==> src/rtl/qme_pkg.sv <==
`default_nettype none

package qme_pkg;

   localparam int LOG_FRAC = 16;
   localparam logic [23:0] OUT_MAX = 24'hFFFFFF;

   localparam int CSR_INDEX_BITS = 2;
   localparam int CSR_DATA_BITS  = 16;
   localparam logic [CSR_INDEX_BITS-1:0] CSR_ESCAPE_THRESHOLD = 2'd0;
   localparam logic [CSR_INDEX_BITS-1:0] CSR_ITERATION_LIMIT  = 2'd1;

   // multiply schedule of one quartic step
   typedef enum logic [2:0] {
      OP_SQ_X,
      OP_SQ_Y,
      OP_XY,
      OP_XX,
      OP_YY,
      OP_X2Y2,
      OP_XY_X2,
      OP_XY_Y2
   } op_type;

   typedef enum logic [3:0] {
      ST_IDLE,
      ST_MUL_START,
      ST_MUL_WAIT,
      ST_CHECK,
      ST_UPDATE,
      ST_EVAL,
      ST_NORM1,
      ST_LCHK,
      ST_NORM2,
      ST_DONE
   } state_type;

   typedef struct packed {
      logic        start;
      logic [63:0] a;
      logic [63:0] b;
   } mul_req_type;

   typedef struct packed {
      logic done;
      logic neg;
   } mul_rsp_type;

endpackage

`default_nettype wire

==> src/rtl/qme_mul.sv <==
`default_nettype none

module qme_mul (
   input  wire logic                 clock,
   input  wire logic                 reset,
   input  wire qme_pkg::mul_req_type mul_req,
   output qme_pkg::mul_rsp_type      mul_rsp,
   output logic [127:0]              mul_prod
);

   logic        run_ff, run_in;
   logic [1:0]  step_ff, step_in;
   logic        pp_vld_ff, pp_vld_in;
   logic        done_ff, done_in;
   logic        neg_ff;
   logic [63:0] ma_ff, mb_ff;
   logic [63:0] pp_ff;
   logic [1:0]  sel_ff;
   logic [127:0] acc_ff;
   logic [31:0] a_part, b_part;
   logic [127:0] pp_shifted;

   // magnitude times magnitude, four 32 by 32 partial products
   assign a_part = step_ff[1] ? ma_ff[63:32] : ma_ff[31:0];
   assign b_part = step_ff[0] ? mb_ff[63:32] : mb_ff[31:0];

   always_comb begin
      case (sel_ff)
         2'd0:    pp_shifted = {64'd0, pp_ff};
         2'd1:    pp_shifted = {32'd0, pp_ff, 32'd0};
         2'd2:    pp_shifted = {32'd0, pp_ff, 32'd0};
         default: pp_shifted = {pp_ff, 64'd0};
      endcase
   end

   always_comb begin
      run_in    = run_ff;
      step_in   = step_ff;
      pp_vld_in = run_ff;
      done_in   = pp_vld_ff && (sel_ff == 2'd3);
      if (mul_req.start) begin
         run_in  = 1'b1;
         step_in = 2'd0;
      end else if (run_ff) begin
         step_in = step_ff + 2'd1;
         if (step_ff == 2'd3) begin
            run_in = 1'b0;
         end
      end
   end

   always_ff @(posedge clock) begin
      if (reset) begin
         run_ff    <= 1'b0;
         step_ff   <= 2'd0;
         pp_vld_ff <= 1'b0;
         done_ff   <= 1'b0;
      end else begin
         run_ff    <= run_in;
         step_ff   <= step_in;
         pp_vld_ff <= pp_vld_in;
         done_ff   <= done_in;
      end
   end

   always_ff @(posedge clock) begin
      if (mul_req.start) begin
         ma_ff  <= mul_req.a[63] ? 64'd0 - mul_req.a : mul_req.a;
         mb_ff  <= mul_req.b[63] ? 64'd0 - mul_req.b : mul_req.b;
         neg_ff <= mul_req.a[63] ^ mul_req.b[63];
         acc_ff <= 128'd0;
      end else begin
         if (run_ff) begin
            pp_ff  <= a_part * b_part;
            sel_ff <= step_ff;
         end
         if (pp_vld_ff) begin
            acc_ff <= acc_ff + pp_shifted;
         end
      end
   end

   assign mul_rsp.done = done_ff;
   assign mul_rsp.neg  = neg_ff;
   assign mul_prod     = acc_ff;

endmodule

`default_nettype wire

==> config.mk <==
export PLATFORM = sky130hd
export DESIGN_NAME = qme_mul
export DESIGN_NICKNAME = d
export VERILOG_FILES = /design/src/rtl/qme_pkg.sv /design/src/rtl/qme_mul.sv
export SDC_FILE = /design/constraint.sdc
export NUM_CORES = 2
export LEC_CHECK = 0
export ABC_CLOCK_PERIOD_IN_PS = 8600
export BUFFER_PORTS_ARGS = -buffer_cell sky130_fd_sc_hd__clkbuf_2
export CAP_MARGIN = 0
export CORE_ASPECT_RATIO = 0.75
export CORE_MARGIN = 2
export CORE_UTILIZATION = 35
export CTS_BUF_LIST = sky130_fd_sc_hd__clkbuf_8
export DETAILED_ROUTE_END_ITERATION = 6
export GPL_ROUTABILITY_DRIVEN = 0
export PLACE_DENSITY = 0.62
export SETUP_SLACK_MARGIN = 0.5
export SLEW_MARGIN = 20
export SYNTH_ARGS = -nofsm -noshare
export SYNTH_HDL_FRONTEND = slang
export SYNTH_SLANG_ARGS = --single-unit
export TNS_END_PERCENT = 50
==> constraint.sdc <==
create_clock -name clock -period 8.6 [get_ports clock]
set_input_delay 0.43 -clock clock [delete_from_list [all_inputs] [get_ports clock]]
set_output_delay 0.43 -clock clock [all_outputs]
set_load 0.05 [all_outputs]
==> flow_metrics.env <==
export IMPL_outcome="completed"
export IMPL_cts_buffers=58
export IMPL_cts_sinks=328
export IMPL_wl_per_cell_um=24.35
export IMPL_crit_path_frequent_cell="fa_1"
export IMPL_grt_setup_unrepaired="true"
export IMPL_core_area_sq_mm=0.1573
export IMPL_fin_crit_ns=8.156
export IMPL_overflow=0
export IMPL_ios=261
export IMPL_synthCells=6322
export IMPL_die_x_um=463.6
export IMPL_final_setup_tns_ns=0
export IMPL_slowest_delay_ns=0.54
export IMPL_ys_seq_area_share_pct=15.36
export IMPL_fmax_mhz=122.6
export IMPL_worst_r2r_setup_slack_ns=0.44
export IMPL_slew_viol_final=0
export IMPL_synth_most_common_cell="inv_1"
export IMPL_drtPass1Iterations=7
export IMPL_chipHeight_um=348.7
export IMPL_synth_cell_types=71
export IMPL_insertion_delay_ns=0.79
export IMPL_antenna_found_initial=19
export IMPL_synth_nets=7746
export IMPL_drtIter0Drc=6401
export IMPL_cp_required_ns=9.10
export IMPL_io_buffers=260
export IMPL_synth_top_area_cell="fa_1"
export IMPL_synthArstFlopShare_pct=0
export IMPL_tightest_slew_ns=1.013
export IMPL_synth_common_cells="911 x inv_1, 897 x fa_1, 875 x nor2_1"
export IMPL_netlist_area_sq_mm=0.05545
export IMPL_dp_slack_ns=-0.09905
export IMPL_grt_first_pass_wirelength_um=309500
export IMPL_clockBufferDepth=3
export IMPL_root_buffer="clkbuf_8"
export IMPL_max_slew_margin_pct=32.45
export IMPL_ys_ff_latch=328
export IMPL_hold_path_class="in -> reg"
export IMPL_via_per_inst=5.569
export IMPL_cts_tree="built"
export IMPL_grt_pass1_vias=47920
export IMPL_seq_area_sq_mm=0.008529
export IMPL_cts_clk_slew_worst_paths_ns=0.07
export IMPL_synth_area_leaders="fa_1 32%, edfxtp_1 11%, ha_1 8.9%"
export IMPL_worst_setup_path_start_kind="flip-flop"
export IMPL_syn_to_final_growth_pct=18.37
export IMPL_placed_cells=8631
export IMPL_fin_cells=8930
export IMPL_hold_viol_final=0
export IMPL_synth_edf_count=195
export IMPL_start_util_pct=35.24
export IMPL_synthFlopType="edfxtp_1"
export IMPL_end_kind="flip-flop"
export IMPL_critical_path_class="reg -> reg"
export IMPL_layout_drive_gt1_share_pct=15.75
export IMPL_arrival_ns=8.65
export IMPL_grt_start_max_net_pins=68
export IMPL_fin_skew_ns=0.07679
export IMPL_path_max_fanout=8
export IMPL_die_area_sq_mm=0.1617
export IMPL_critPathSlowestCell="fa_1"
export IMPL_final_setup_worst_slack_ns=0.4439
export IMPL_grt_usage_pct=25.66
export IMPL_multi_input_area_sq_mm=0.04376
export IMPL_drcViolationCount=0
export IMPL_detail_route_antenna_nets=0
export IMPL_synth_area_per_cell_sq_um=8.771
export IMPL_rows=126
export IMPL_post_route_period_util_pct=94.84
export IMPL_num_vias=49730
export IMPL_synth_top_area_share_pct=32.39
export IMPL_htree_levels=2
export IMPL_fillerInstances=15430
export IMPL_setup_viol=0
export IMPL_dp_hpwl_um=173400
export IMPL_fin_nets=8181
export IMPL_postRouteWirelength_um=217500
export IMPL_cap_violations=0
export IMPL_yosysWarnings=0
## area by class of cell
class,instances,area share [%]
clock buffers,63,1.321
inverters,912,5.216
repair buffers,696,9.261
well taps,2112,4.026
multi-input cells,4761,66.67
flip-flops and latches,328,13.00
diodes,16,0.06100
clock inverters,42,0.4480
## metal layers
layer / GRT usage (%) / up-vias / part of all wire [%]
li1: - / 21380 / -
met1: 35.43 / 24340 / 40
met2: 35.02 / 3353 / 39
met3: 11.09 / 644 / 16
met4: 9.759 / 18 / 4.9
met5: 0.08913 / - / 0.075
## cell families (layout without fill, tap and decap cells)
kind of cell,count (synthesis),in the layout,share of synthesized area (%)
buffers and inverters,1233,1713,8.363
XOR/XNOR,298,298,4.707
adder cells (fa/ha/maj),1293,1293,41.32
flip-flops,328,328,15.36
multiplexers,177,177,3.333
AND/OR/NAND/NOR,1987,1987,15.43
other,0,16,0
AO/OA/AOI/OAI,1006,1006,11.48
## stage by stage
stage,cell area [sq um],utilization (%),hold slack (ns)
after floorplan,55680,-,0.4529
after CTS,63800,40.55,0.0001517
after detailed placement,61050,38.81,0.4833
final,65630,41.71,0.01639
after global placement,61050,38.81,0.4739
after global routing,65590,41.69,0.01489
## flip-flops by register name (all words and copies together), names as in the netlist
signal     count
sel_ff         2
done_ff        1
mb_ff         64
mul_prod     128
pp_vld_ff      1
pp_vld_in      1
step_ff        2
pp_ff         64
neg_ff         1
ma_ff         64
## layout by cell type, fill, tap and decap left out, types with 23 or more instances in the layout
| cell | netlist | final |
|---|---|---|
| inv_1 | 911 | 919 |
| fa_1 | 897 | 863 |
| nor2_1 | 875 | 852 |
| nand2_1 | 685 | 679 |
| ha_1 | 396 | 364 |
| buf_4 | 2 | 290 |
| a21oi_1 | 291 | 270 |
| clkbuf_2 | 0 | 257 |
| o21ai_0 | 256 | 242 |
| xnor2_1 | 233 | 231 |
| edfxtp_1 | 195 | 195 |
| dfxtp_1 | 133 | 130 |
| a21o_1 | 102 | 102 |
| nand4_1 | 85 | 85 |
| and2_1 | 73 | 72 |
| buf_12 | 0 | 69 |
| a22o_1 | 66 | 66 |
| xor2_1 | 65 | 65 |
| mux2i_1 | 116 | 64 |
| clkbuf_8 | 0 | 64 |
| o21bai_1 | 56 | 55 |
| o31ai_1 | 49 | 47 |
| nor3_1 | 42 | 40 |
| or3_1 | 40 | 40 |
| mux2_2 | 61 | 37 |
| nand3_1 | 34 | 34 |
| fa_2 | 0 | 34 |
| nand2b_1 | 32 | 32 |
| mux2i_4 | 0 | 31 |
| buf_6 | 0 | 29 |
| a211oi_1 | 31 | 27 |
| ha_4 | 0 | 27 |
| mux2_4 | 0 | 24 |
| or4_1 | 23 | 23 |
## worst max-delay path, delay by kind of cell (launching register included)
| kind | cells | cell delay [ns] |
|---|---|---|
| adder cells (fa/ha/maj) | 9 | 3.87 |
| AO/OA/AOI/OAI | 9 | 2.20 |
| buffers and inverters | 12 | 1.06 |
| flip-flops | 1 | 0.39 |
| multiplexers | 1 | 0.25 |
| AND/OR/NAND/NOR | 2 | 0.13 |
## what timing repair did
item,in CTS,in global routing
cloned,9,9
resized for setup,117,197
setup endpoints to repair,23,23
buffers inserted,63,79
hold endpoints to repair,18,0
hold buffers,17,0
pin swaps,41,119
## path summary, 6_finish.rpt
| check | startpoint | endpoint | cells past startpoint |
|---|---|---|---|
| hold reg to reg | mul_prod[111] | mul_prod[111] | 2 |
| setup / recovery | step_ff[0] | pp_ff[57] | 33 |
| setup reg to reg | step_ff[0] | pp_ff[57] | 33 |
| hold / removal | reset | done_ff | 2 |
Power is left out: the tool's default activity adds up to more than one toggle a clock period on the data nets, which glitch-free logic cannot reach.
